==> src/hw/rtl/skvt_pkg.sv <==
`default_nettype none

package skvt_pkg;

  localparam int unsigned KeyWidth   = 8;
  localparam int unsigned ValueWidth = 32;

  localparam int unsigned InDataWidth  = ((KeyWidth + ValueWidth + 7) / 8) * 8;
  localparam int unsigned OutDataWidth = ((ValueWidth + 7) / 8) * 8;

  typedef enum logic {
    OP_GET = 1'b0,
    OP_SET = 1'b1
  } op_e;

  typedef struct packed {
    op_e                   op;
    logic [KeyWidth-1:0]   key;
    logic [ValueWidth-1:0] value;
  } req_t;

  typedef struct packed {
    logic                  full;
    logic                  hit;
    logic [ValueWidth-1:0] value;
  } rsp_t;

endpackage

`default_nettype wire

==> src/hw/rtl/skvt_front.sv <==
`default_nettype none

module skvt_front import skvt_pkg::*; (
  input  wire logic                   clk_i,
  input  wire logic                   rst_ni,
  input  wire logic                   s_tvalid_i,
  output logic                        s_tready_o,
  input  wire logic [InDataWidth-1:0] s_tdata_i,
  input  wire logic [0:0]             s_tuser_i,
  output logic                        req_valid_o,
  input  wire logic                   req_ready_i,
  output req_t                        req_o
);

  localparam int unsigned Depth = 2;
  localparam int unsigned CntW  = $clog2(Depth + 1);

  logic [CntW-1:0] cnt_q, cnt_d;
  logic            wr_ptr_q, rd_ptr_q;
  req_t            buf_q [Depth];
  req_t            in_req;
  logic            push, pop;

  // decode the incoming request
  always_comb begin
    in_req       = '0;
    in_req.op    = (s_tuser_i[0] == 1'b1) ? OP_SET : OP_GET;
    in_req.key   = s_tdata_i[KeyWidth-1:0];
    in_req.value = s_tdata_i[KeyWidth+ValueWidth-1:KeyWidth];
  end

  assign s_tready_o  = (cnt_q != CntW'(Depth));
  assign req_valid_o = (cnt_q != '0);
  assign req_o       = buf_q[rd_ptr_q];

  assign push = s_tvalid_i && s_tready_o;
  assign pop  = req_valid_o && req_ready_i;

  always_comb begin
    cnt_d = cnt_q;
    if (push && !pop) begin
      cnt_d = cnt_q + 1'b1;
    end else if (pop && !push) begin
      cnt_d = cnt_q - 1'b1;
    end
  end

  always_ff @(posedge clk_i or negedge rst_ni) begin
    if (!rst_ni) begin
      cnt_q    <= '0;
      wr_ptr_q <= 1'b0;
      rd_ptr_q <= 1'b0;
    end else begin
      cnt_q <= cnt_d;
      if (push) begin
        wr_ptr_q <= ~wr_ptr_q;
      end
      if (pop) begin
        rd_ptr_q <= ~rd_ptr_q;
      end
    end
  end

  always_ff @(posedge clk_i) begin
    if (push) begin
      buf_q[wr_ptr_q] <= in_req;
    end
  end

endmodule

`default_nettype wire

==> src/hw/rtl/skvt_back.sv <==
`default_nettype none

module skvt_back import skvt_pkg::*; #(
  parameter int unsigned ENTRIES    = 16,
  parameter int unsigned KEY_BITS   = 8,
  parameter int unsigned VALUE_BITS = 32
) (
  input  wire logic clk_i,
  input  wire logic rst_ni,
  input  wire logic req_valid_i,
  output logic      req_ready_o,
  input  req_t      req_i,
  output logic      m_tvalid_o,
  input  wire logic m_tready_i,
  output rsp_t      rsp_o
);

  localparam int unsigned KeyW = (KEY_BITS < KeyWidth) ? KEY_BITS : KeyWidth;
  localparam int unsigned ValW = (VALUE_BITS < ValueWidth) ? VALUE_BITS : ValueWidth;
  localparam int unsigned CntW = $clog2(ENTRIES + 1);
  localparam int unsigned IdxW = (ENTRIES > 1) ? $clog2(ENTRIES) : 1;

  localparam logic ST_IDLE = 1'b0;
  localparam logic ST_SCAN = 1'b1;

  logic            state_q, state_d;
  req_t            req_q, req_d;
  logic [CntW-1:0] scan_q, scan_d;
  logic [CntW-1:0] cnt_q, cnt_d;
  logic [IdxW-1:0] rd_idx_q, rd_idx_d;
  logic            rd_pend_q, rd_pend_d;
  logic            out_vld_q, out_vld_d;
  rsp_t            rsp_q, rsp_d;

  logic [KeyW-1:0] key_mem [ENTRIES];
  logic [ValW-1:0] val_mem [ENTRIES];
  logic [KeyW-1:0] key_rd_q;
  logic [ValW-1:0] val_rd_q;

  logic                   key_we, val_we, issue;
  logic [IdxW-1:0]        wr_idx;
  logic                   hit_now, out_free, tbl_full;
  logic signed [ValW-1:0] rd_sval;

  // entries [0, cnt_q) are exactly the valid ones: free slots fill in order
  assign hit_now  = rd_pend_q && (key_rd_q == req_q.key[KeyW-1:0]);
  assign out_free = !out_vld_q || m_tready_i;
  assign tbl_full = (cnt_q == CntW'(ENTRIES));
  assign rd_sval  = val_rd_q;

  assign req_ready_o = (state_q == ST_IDLE);
  assign m_tvalid_o  = out_vld_q;
  assign rsp_o       = rsp_q;

  always_comb begin
    state_d   = state_q;
    req_d     = req_q;
    scan_d    = scan_q;
    cnt_d     = cnt_q;
    rd_idx_d  = rd_idx_q;
    rd_pend_d = rd_pend_q;
    out_vld_d = out_vld_q;
    rsp_d     = rsp_q;
    key_we    = 1'b0;
    val_we    = 1'b0;
    issue     = 1'b0;
    wr_idx    = rd_idx_q;
    if (out_vld_q && m_tready_i) begin
      out_vld_d = 1'b0;
    end
    case (state_q)
      ST_IDLE: begin
        if (req_valid_i) begin
          req_d     = req_i;
          scan_d    = '0;
          rd_pend_d = 1'b0;
          state_d   = ST_SCAN;
        end
      end
      ST_SCAN: begin
        if (hit_now || (scan_q == cnt_q)) begin
          if (out_free) begin
            out_vld_d = 1'b1;
            state_d   = ST_IDLE;
            rsp_d     = '0;
            rsp_d.hit = hit_now;
            if (req_q.op == OP_GET) begin
              if (hit_now) begin
                rsp_d.value = ValueWidth'(rd_sval);
              end
            end else if (hit_now) begin
              val_we = 1'b1;
            end else if (!tbl_full) begin
              key_we = 1'b1;
              val_we = 1'b1;
              wr_idx = cnt_q[IdxW-1:0];
              cnt_d  = cnt_q + 1'b1;
            end else begin
              rsp_d.full = 1'b1;
            end
          end
        end else begin
          issue     = 1'b1;
          rd_idx_d  = scan_q[IdxW-1:0];
          scan_d    = scan_q + 1'b1;
          rd_pend_d = 1'b1;
        end
      end
      default: begin
        state_d = ST_IDLE;
      end
    endcase
  end

  always_ff @(posedge clk_i or negedge rst_ni) begin
    if (!rst_ni) begin
      state_q   <= ST_IDLE;
      scan_q    <= '0;
      cnt_q     <= '0;
      rd_idx_q  <= '0;
      rd_pend_q <= 1'b0;
      out_vld_q <= 1'b0;
    end else begin
      state_q   <= state_d;
      scan_q    <= scan_d;
      cnt_q     <= cnt_d;
      rd_idx_q  <= rd_idx_d;
      rd_pend_q <= rd_pend_d;
      out_vld_q <= out_vld_d;
    end
  end

  always_ff @(posedge clk_i) begin
    req_q <= req_d;
    rsp_q <= rsp_d;
  end

  always_ff @(posedge clk_i) begin
    if (key_we) begin
      key_mem[wr_idx] <= req_q.key[KeyW-1:0];
    end
    if (val_we) begin
      val_mem[wr_idx] <= req_q.value[ValW-1:0];
    end
    if (issue) begin
      key_rd_q <= key_mem[scan_q[IdxW-1:0]];
      val_rd_q <= val_mem[scan_q[IdxW-1:0]];
    end
  end

endmodule

`default_nettype wire

==> src/hw/rtl/small_key_value_table_unit.sv <==
// Channel  | Dir | tdata                               | tuser
// s_axis   | in  | [7:0] lookup_key, [39:8] new_value  | [0] func (0 get, 1 set)
// m_axis   | out | [31:0] read_value                   | [0] hit, [1] full_res
//
// A request in the table engine reads the filled entries in order until a
// match or, on a miss, through every filled entry; the single-port
// key/value memory reads one entry a cycle.
// A two-deep request queue lets s_axis accept up to two requests while the engine works.
// Reset clears the fill count, so the table starts empty; no clearing pass.
// A stalled m_axis holds the engine at its final step.
`default_nettype none

module small_key_value_table_unit import skvt_pkg::*; #(
  parameter int unsigned ENTRIES    = 16,
  parameter int unsigned KEY_BITS   = 8,
  parameter int unsigned VALUE_BITS = 32
) (
  input  wire logic                    clk_i,
  input  wire logic                    rst_ni,
  input  wire logic                    s_axis_tvalid_i,
  output logic                         s_axis_tready_o,
  input  wire logic [InDataWidth-1:0]  s_axis_tdata_i,  // lookup_key, new_value
  input  wire logic [0:0]              s_axis_tuser_i,  // func
  output logic                         m_axis_tvalid_o,
  input  wire logic                    m_axis_tready_i,
  output logic [OutDataWidth-1:0]      m_axis_tdata_o,  // read_value
  output logic [1:0]                   m_axis_tuser_o   // hit, full_res
);

  logic req_valid, req_ready;
  req_t req;
  rsp_t rsp;

  skvt_front u_front (
    .clk_i       (clk_i),
    .rst_ni      (rst_ni),
    .s_tvalid_i  (s_axis_tvalid_i),
    .s_tready_o  (s_axis_tready_o),
    .s_tdata_i   (s_axis_tdata_i),
    .s_tuser_i   (s_axis_tuser_i),
    .req_valid_o (req_valid),
    .req_ready_i (req_ready),
    .req_o       (req)
  );

  skvt_back #(
    .ENTRIES    (ENTRIES),
    .KEY_BITS   (KEY_BITS),
    .VALUE_BITS (VALUE_BITS)
  ) u_back (
    .clk_i       (clk_i),
    .rst_ni      (rst_ni),
    .req_valid_i (req_valid),
    .req_ready_o (req_ready),
    .req_i       (req),
    .m_tvalid_o  (m_axis_tvalid_o),
    .m_tready_i  (m_axis_tready_i),
    .rsp_o       (rsp)
  );

  assign m_axis_tdata_o = OutDataWidth'(rsp.value);
  assign m_axis_tuser_o = {rsp.full, rsp.hit};

endmodule

`default_nettype wire

==> config.mk <==
export PLATFORM = sky130hd
export DESIGN_NAME = small_key_value_table_unit
export DESIGN_NICKNAME = d
export VERILOG_FILES = /design/src/hw/rtl/skvt_pkg.sv /design/src/hw/rtl/skvt_front.sv /design/src/hw/rtl/skvt_back.sv /design/src/hw/rtl/small_key_value_table_unit.sv
export SDC_FILE = /design/constraint.sdc
export NUM_CORES = 1
export LEC_CHECK = 0
export BUFFER_PORTS_ARGS = -buffer_cell sky130_fd_sc_hd__buf_2
export CAP_MARGIN = 20
export CORE_ASPECT_RATIO = 1.75
export CORE_MARGIN = 4
export CORE_UTILIZATION = 62
export CTS_CLUSTER_DIAMETER = 30
export DETAILED_ROUTE_END_ITERATION = 6
export GPL_TIMING_DRIVEN = 1
export PLACE_DENSITY_LB_ADDON = 0.3
export RECOVER_POWER = 50
export SETUP_SLACK_MARGIN = 0.2
export SLEW_MARGIN = 20
export SYNTH_ARGS = -nofsm -noshare
export SYNTH_HDL_FRONTEND = slang
export SYNTH_SLANG_ARGS = --single-unit
==> constraint.sdc <==
create_clock -name clk_i -period 7.1 [get_ports clk_i]
set_input_delay 1.42 -clock clk_i [delete_from_list [all_inputs] [get_ports clk_i]]
set_output_delay 1.42 -clock clk_i [all_outputs]
set_load 0.02 [all_outputs]
---- Word level (Yosys, flattened, before mapping) ----
Memory sizes are Yosys's and may differ from the RTL's. A register that Yosys moved wholly into a read port is not among the register bits.
Cells that the tools add are included.
word-level totals
  word-level logic and storage cells ...... 95
  memories ................................ 3
  register bits after elaboration ......... 55
  memory bits (writable) .................. 722
operators by class
  $add $sub $neg .......................... 4
  reductions and logical operators ........ 20
  bitwise logic cells ..................... 7
  multiplexer cells ....................... 43
  equality and inequality tests ........... 6
memories
  memory          depth  width  read ports  clocked after memory_dff  write ports  line              RTL
  u_back.val_mem  16     32     1           1                         1            skvt_back.sv:36   logic [ValW-1:0] val_mem [ENTRIES];
  u_back.key_mem  16     8      1           1                         1            skvt_back.sv:35   logic [KeyW-1:0] key_mem [ENTRIES];
  u_front.buf_q   2      41     1           1                         1            skvt_front.sv:20  req_t buf_q [Depth];
operator list
  operator                                                number
  two-way mux 1 bit                                       30
  two-way mux 4 bit                                       6
  adder 5 x 1 -> 5 bit (second input constant)            2
  two-way mux 5 bit                                       2
  one-hot mux 5 bit (2 select lines)                      1
  equality test 8 bit                                     1
  NOT 1 bit                                               7
  logical AND 1 bit                                       6
  AND reduction 2 bit                                     3
  AND reduction 6 bit                                     1
  equality test 5 bit                                     1
  equality test 5 bit (second input constant)             1
  two-way mux 2 bit                                       2
  inequality test 2 bit (second input constant)           2
  one-hot mux 1 bit (2 select lines)                      2
  nonzero test 2 bit                                      2
  OR reduction 2 bit                                      2
  logical NOT 1 bit                                       3
  AND reduction 3 bit                                     1
  adder 2 x 1 -> 2 bit (second input constant)            1
  logical OR 1 bit                                        2
  inequality test 2 x 1 -> 1 bit (second input constant)  1
  subtractor 2 x 1 -> 2 bit (second input constant)       1

---- Depth between registers and ports, before layout ----
Gate-level depths: netlist of the first run.
  depth in word-level cells ............... 9
  depth in mapped cells ................... 9

---- Modules after synthesis ----
A second synthesis of the first run with hierarchy kept.
unflattened totals
  cells, all modules ...................... 1623
  area, all modules ....................... 32733.9 um^2
modules (own cells, without submodules)
  module      times used  area an instance (um^2)  cells an instance
  skvt_back   1           29378.2                  1477
  skvt_front  1           3355.7                   146

---- Worst setup path before layout of the first run ----
No wires, ideal clock.
  path type ............................... input to register
  start ................................... input port m_axis_tready_i
  end ..................................... memory u_back.val_mem[0][0] (netlist name) (enable)
  stages .................................. 5
  required time ........................... 6.599 ns
  slack ................................... 1.294 ns
  path buffers ............................ 0
  arrival time ............................ 5.304 ns
  cell sequence ........................... nand2b_1 -> and3_1 -> o31ai_4 -> nor3_1 -> nor4_1
on the way
  cells in the longest elaborated chain, start to end .. 6
  elaborated cells on any way between the ends .. 9
  those cells by class .................... mux (8); reduce/logical (1)
RTL lines
  item                                     line                              RTL
  start, declared                          small_key_value_table_unit.sv:25  input wire logic m_axis_tready_i,
  logical OR 1 bit (*)                     skvt_back.sv:47                   assign out_free = !out_vld_q || m_tready_i;
  two-way mux 1 bit                        skvt_back.sv:82                   if (out_free) begin
  two-way mux 1 bit                        skvt_back.sv:81                   if (hit_now || (scan_q == cnt_q)) begin
  two-way mux 1 bit                        skvt_back.sv:71                   case (state_q)
  two-way mux 1 bit                        skvt_back.sv:142                  if (val_we) begin
  two-way mux 1 bit (not written as such)  skvt_back.sv:143                  val_mem[wr_idx] <= req_q.value[ValW-1:0];
  end, declared                            skvt_back.sv:36
Mark *: on every way between the ends. The rest lies on a longest branch, timed or not.

---- Worst setup path after layout of the first run ----
  start ................................... register u_back.req_q[38] (netlist name)
  end ..................................... memory u_back.key_mem[8][3] (netlist name) (enable)
on the way
  cells in the longest elaborated chain, start to end .. 9
  elaborated cells on any way between the ends .. 15
  those cells by class .................... eq/ne (1); mux (12); reduce/logical (2)
RTL lines
  item                                     line              RTL
  start, declared                          skvt_back.sv:27   req_t req_q, req_d;
  start signal, assigned                   skvt_back.sv:134  req_q <= req_d;
  equality test 8 bit (*)                  skvt_back.sv:46   assign hit_now = rd_pend_q && (key_rd_q == req_q.key[KeyW-1:0]);
  logical AND 1 bit (*)                    skvt_back.sv:46
  two-way mux 1 bit                        skvt_back.sv:91   end else if (hit_now) begin
  two-way mux 1 bit                        skvt_back.sv:87   if (req_q.op == OP_GET) begin
  two-way mux 1 bit                        skvt_back.sv:82
  two-way mux 1 bit                        skvt_back.sv:81
  two-way mux 1 bit                        skvt_back.sv:71
  two-way mux 1 bit                        skvt_back.sv:139  if (key_we) begin
  two-way mux 1 bit (not written as such)  skvt_back.sv:140  key_mem[wr_idx] <= req_q.key[KeyW-1:0];
  end, declared                            skvt_back.sv:35
Marks and branches as above.

==> impl_metrics.toml, run 1 <==
[finish]
multi_input_area_mm2 = 0.00651
fill_cells = 2938
final_layout_size_suffix_gt1_share_pct = 34.2
final_area_mm2 = 0.0369
num_antenna_cells = 0
area_delta_synth_final_pct = 14.4
regArea_mm2 = 0.0257
nets = 1544

[floorplanning]
ios = 81
die_h_um = 310
core_mm2 = 0.0515
dieArea_mm2 = 0.0558
chipWidth_um = 180
initial_core_util_pct = 62.6
rows = 110

[sta]
setup_viol = 0
rsz0062_at_grt = "no"
fin_crit_ps = 4210
relSlewSlack_pct = -79.4
final.setup_skew_ps = 23.0
holdWs_ps = 493
min_period_over_period_pct = 59.3
finalHoldViolCount = 0
drv_slew = 105
max_freq_mhz = 238
tightest_slew_ps = 2690
setup_tns_ps = 0

[placement]
dp_hpwl_um = 35700
placed_cell_area_mm2 = 0.0336
gp_congestion = 0.856
port_buffers = 80

[clock_network]
cts_sinks = 858
numCtsBuffers = 94
cts_resized = 0
htree_levels = 3
clock_latency_ps = 640
cts-root-buf = "clkbuf_16"
cts_tree = "built"
clock_tree.buffer_depth = 3
path_clk_slew_ps = 60
ctsHoldBuffers = 0
postCtsSetupBuffers = 0

[global_routing]
grt_max_degree = 114
antenna_found_initial = 0
grt-ovfl-total = 0
grt_pass1_wl_um = 99900
grt_use_total_pct = 24.5
grt_pass1_vias = 15545

[logic_synthesis]
synthArstFlopShare_pct = 2.45
synthFlopType = "edfxtp_1"
synth_area_leaders = "edfxtp_1 78%, mux4_2 14%, dfrtp_1 1.6%"
synth_edf_count = 837
synth-seq-cells = 858
syn_nets = 1400
ys_seq_area_share_pct = 79.6
syn_inst = 1351
syn_area_per_cell_um2 = 23.8
yosysWarnings = 0
yosysTopAreaCell = "edfxtp_1"
synth.top_cells.by_count = "837 x edfxtp_1, 200 x mux4_2, 46 x mux2_2"
yosysMostFrequentCell = "edfxtp_1"
synth_cell_type_count = 44
synth_top_area_share_pct = 78.0
synth_area_mm2 = 0.0322

[power]
p_clk_share_pct = 32.5
p_int_mw = 10.7
vdd_drop_max_mv = 0.339
p_leak_nw = 11.7
power_frac_comb_pct = 20.7
swShare_pct = 28.3
p_switching_mw = 4.22
powerDensity_mw_per_mm2 = 405
p_seq_share_pct = 46.8

[setup_path]
critPathCaptureType = "flop"
cp.required_ps = 7340
crit_arrival_ps = 4450
path_class = "flop to flop"
r2r_setup_slack_ps = 2890
crit_fanout = 18
cp-start-kind = "flop"

[route]
wirelength_um = 67400
initialDrtViolationCount = 1532
num_vias = 14455
ant_nets = 0
routedWlPerCell_um = 30.1
drcViolationCount = 0
dr.pass1.iters = 5
viasPerCell = 6.45

[run]
drv_cap = 3

[hold_path]
hp-class = "flop to flop"

[outcome]
status = "finished with violations"
violations = "capacitance limit, slew limit"
layout by cell type, fill, tap and decap left out, types with 7 or more instances in the layout:
cell type   count
edfxtp_1      837
mux4_2        200
clkbuf_16      95
buf_2          58
mux2_2         43
and2_1         32
clkbuf_1       30
buf_4          26
inv_6          19
xnor2_1        17
nand2_1        17
dfrtp_1        17
clkinvlp_4     14
a211oi_4       12
clkinv_4        9
nand3_1         7
nor2_1          7
clkinv_2        7
clkinv_8        7
bufinv_16       7
power by group through the flow:
stage	Combinational (mW)	Sequential [mW]	Clock, mW
final	3.10	6.99	4.85
after CTS	3.05	7.03	4.91
after global placement	2.95	7.08	0
after floorplan	2.36	6.78	0
after detailed placement	3.01	7.13	0
after global routing	3.28	7.06	5.16
critical path, cell delays in order (launching register included):
cell and delay (ps):
edfxtp_1 320, clkbuf_1 750, xnor2_1 150, nand4_1 300, or3_1 500, nand3_2 650, a2111oi_2 1140
cells by family (layout without fill, tap and decap cells):
kind of cell / after synthesis / in the layout / synth area share [%]
AOI/OAI and AO/OA: 33 / 33 / 0.800
adders and majority gates: 4 / 4 / 0.155
muxes: 252 / 252 / 15.8
xor gates and xnor gates: 24 / 24 / 0.676
and+or+nand+nor: 109 / 109 / 1.94
DFF: 858 / 858 / 79.6
buffers and inverters: 71 / 290 / 1.02
area by class of cell:
type,instances,area share [%]
flip-flops and latches,858,69.6
multi-input cells,422,17.7
clock buffers,98,6.48
well taps,672,2.28
clock inverters,73,2.15
repair buffers,113,1.72
inverters,6,0.0645
metal layers:
metal  track usage, %  up-vias  part of all wire, %
li1                 -     5998                    -
met1             29.1     7654                   34
met2             45.6      640                   57
met3             3.86      163                  5.9
met4             9.24        0                  3.5
met5                0        -                    0
flip-flops by register name, indices dropped and copies added (netlist names), 8 cells and up:
name,flops
u_back.key_mem,128
u_back.key_rd_q,8
u_back.rd_sval,32
u_back.req_q,41
u_back.rsp_o,34
u_back.val_mem,512
u_front.buf_q,82
metrics by stage:
step                      std cells  setup slack (ps)  total power [mW]  utilization (%)
after global placement         2070              3140              10.0             65.3
final                          2242              2890              14.9             71.6
after global routing           2242              2660              15.5             71.6
after floorplan                1351              1290              9.14                -
after CTS                      2241              3070              15.0             71.5
after detailed placement       2070              2950              10.1             65.3
path summary, 6_finish.rpt:
kind	cells after the start	startpoint	endpoint
min in group asynchronous	1	rst_ni	u_front.wr_ptr_q
worst min register to register	2	u_back.rd_pend_q	u_back.rd_pend_q
worst max-delay path	6	u_back.req_q[38]	u_back.key_mem[8][3]
worst max register to register	6	u_back.req_q[38]	u_back.key_mem[8][3]
max in group asynchronous	1	rst_ni	u_back.scan_q[1]
worst min-delay path	2	u_back.rd_pend_q	u_back.rd_pend_q
No activity file was read; power rests on OpenSTA's default activity.
==> run 2: changes to the inputs <==
==> constraint.sdc (replaced) <==
create_clock -name clk_i -period 4.3 [get_ports clk_i]
set_input_delay 0.86 -clock clk_i [delete_from_list [all_inputs] [get_ports clk_i]]
set_output_delay 0.86 -clock clk_i [all_outputs]
set_load 0.02 [all_outputs]
==> impl_metrics.toml, run 2 (synthesis gave the netlist of run 1 again) <==
[outcome]
status = "finished with violations"
violations = "capacitance limit, slew limit"

[route]
num_vias = 14800
dr.pass1.iters = 6
wirelength_um = 70300
viasPerCell = 6.50
drcViolationCount = 0
routedWlPerCell_um = 30.9
ant_nets = 0
initialDrtViolationCount = 1913

[run]
drv_cap = 1

[finish]
final_common_cell = "edfxtp_1"
largest_reg_flops = 512
layout_common_cells = "837 x edfxtp_1, 200 x mux4_2, 97 x clkbuf_16"
area_delta_synth_final_pct = 15.3
fin_cells = 2277
largest-register = "u_back.val_mem"
num_antenna_cells = 0
nets = 1572
final_layout_size_suffix_gt1_share_pct = 32.1
reg_top3 = "u_back.val_mem x512, u_back.key_mem x128, u_front.buf_q x82"
fill_cells = 2864

[global_routing]
antenna_found_initial = 0
grt-ovfl-total = 0
grt_max_degree = 114
grt_pass1_vias = 15802
grt_use_total_pct = 25.9
grt_pass1_wl_um = 105000

[sta]
tightest_slew_ps = 1820
final.setup_skew_ps = 25.2
finalHoldViolCount = 0
drv_slew = 34
min_period_over_period_pct = 86.0
rsz0062_at_grt = "no"
setup_viol = 0
fin_crit_ps = 3700
relSlewSlack_pct = -21.4
worst_slack_ps = 602
max_freq_mhz = 270

[clock_network]
cts_tree = "built"
cts-root-buf = "clkbuf_16"
ctsHoldBuffers = 0
postCtsSetupBuffers = 0
cts_sinks = 858
htree_levels = 3
clock_tree.buffer_depth = 3
path_clk_slew_ps = 60
numCtsBuffers = 96
cts_resized = 0
clock_latency_ps = 650

[setup_path]
cp-start-kind = "flop"
critPathCaptureType = "flop"
cp_slowest_cell = "a211oi_4"
path_cells = "xnor2_1, nand4_1, or3_1, a41oi_1, a211oi_4, buf_12"
path_buf_inv = 1
path_delay_family = "compound AO/OA/AOI/OAI gates"
cp.required_ps = 4620
crit_arrival_ps = 4010
crit_fanout = 24
path_class = "flop to flop"
cpPeakStageDelay_ps = 830

[placement]
place_ws_ps = 716
dp_hpwl_um = 37000
gp_congestion = 0.827
port_buffers = 80
dp_cells = 2097

[power]
p_total_mw = 24.9
p_leak_nw = 11.8
powerDensity_mw_per_mm2 = 672
vdd_drop_max_mv = 0.595

[floorplanning]
chipWidth_um = 180
rows = 110
dieArea_mm2 = 0.0558
core_mm2 = 0.0515
ios = 81
initial_core_util_pct = 62.6
die_h_um = 310

[hold_path]
hp-class = "input pin to flop"
## run 2: cell types whose count changed in the layout (fill, tap and decap cells not counted), sizes merged
cell | before | now
buf | 86 | 80
clkbuf | 125 | 165
clkinv | 29 | 28
clkinvlp | 14 | 6
inv | 29 | 39
## run 2: layout make-up
type | instances | area [µm²] | area share, %
inverters | 6 | 22.5 | 0.0606
repair buffers | 139 | 857 | 2.31
clock buffers | 106 | 2460 | 6.63
well taps | 672 | 841 | 2.26
clock inverters | 74 | 843 | 2.27
flip-flops and latches | 858 | 25700 | 69.1
multi-input cells | 422 | 6440 | 17.3
## run 2: path summary, 6_finish.rpt
kind	cells past startpoint	endpoint	startpoint	slack, ps
worst max-delay path	6	u_back.val_mem[4][14]	u_back.req_q[34]	600
worst min-delay path	1	u_front.buf_q[0][4]	s_axis_tdata_i[12]	410
worst max register to register	6	u_back.val_mem[4][14]	u_back.req_q[34]	600
worst min register to register	1	u_front.wr_ptr_q	u_front.wr_ptr_q	510
max in group asynchronous	1	u_back.scan_q[1]	rst_ni	3030
min in group asynchronous	1	u_back.m_tvalid_o	rst_ni	430
## run 2: worst register-to-register path: cells and delay by family, from the launching register on
kind | cells | cell delay [ps]
AO/OA/AOI/OAI | 2 | 1380
flip-flops | 1 | 620
XOR/XNOR | 1 | 250
AND/OR/NAND/NOR | 2 | 800
buffers and inverters | 1 | 320
## run 2: through the flow
step / hold slack (ps) / utilization (%) / area, µm² / TNS, ps
global route: 387 / 72.1 / 37100 / 0
CTS: 168 / 72.3 / 37200 / 0
floorplan: 447 / - / 32300 / -212290
detailed placement: 500 / 65.9 / 33900 / 0
finish: 407 / 72.1 / 37100 / 0
global placement: 484 / 65.9 / 33900 / 0
## run 2: power breakdown
| group | leakage [nW] | switching, mW | internal, mW |
|---|---|---|---|
| clock | 1.60 | 3.56 | 4.74 |
| combinational | 2.36 | 2.77 | 2.50 |
| sequential | 7.86 | 0.782 | 10.6 |
| total | 11.8 | 7.11 | 17.8 |
## run 2: per-layer routing
| layer | routed length (µm) | GRT usage [%] | vias up |
|---|---|---|---|
| met4 | 2850 | 9.61 | 0 |
| met2 | 39400 | 47.5 | 703 |
| met3 | 4320 | 3.80 | 178 |
| met5 | 0 | 0 | - |
| li1 | - | - | 6062 |
| met1 | 23800 | 31.8 | 7857 |
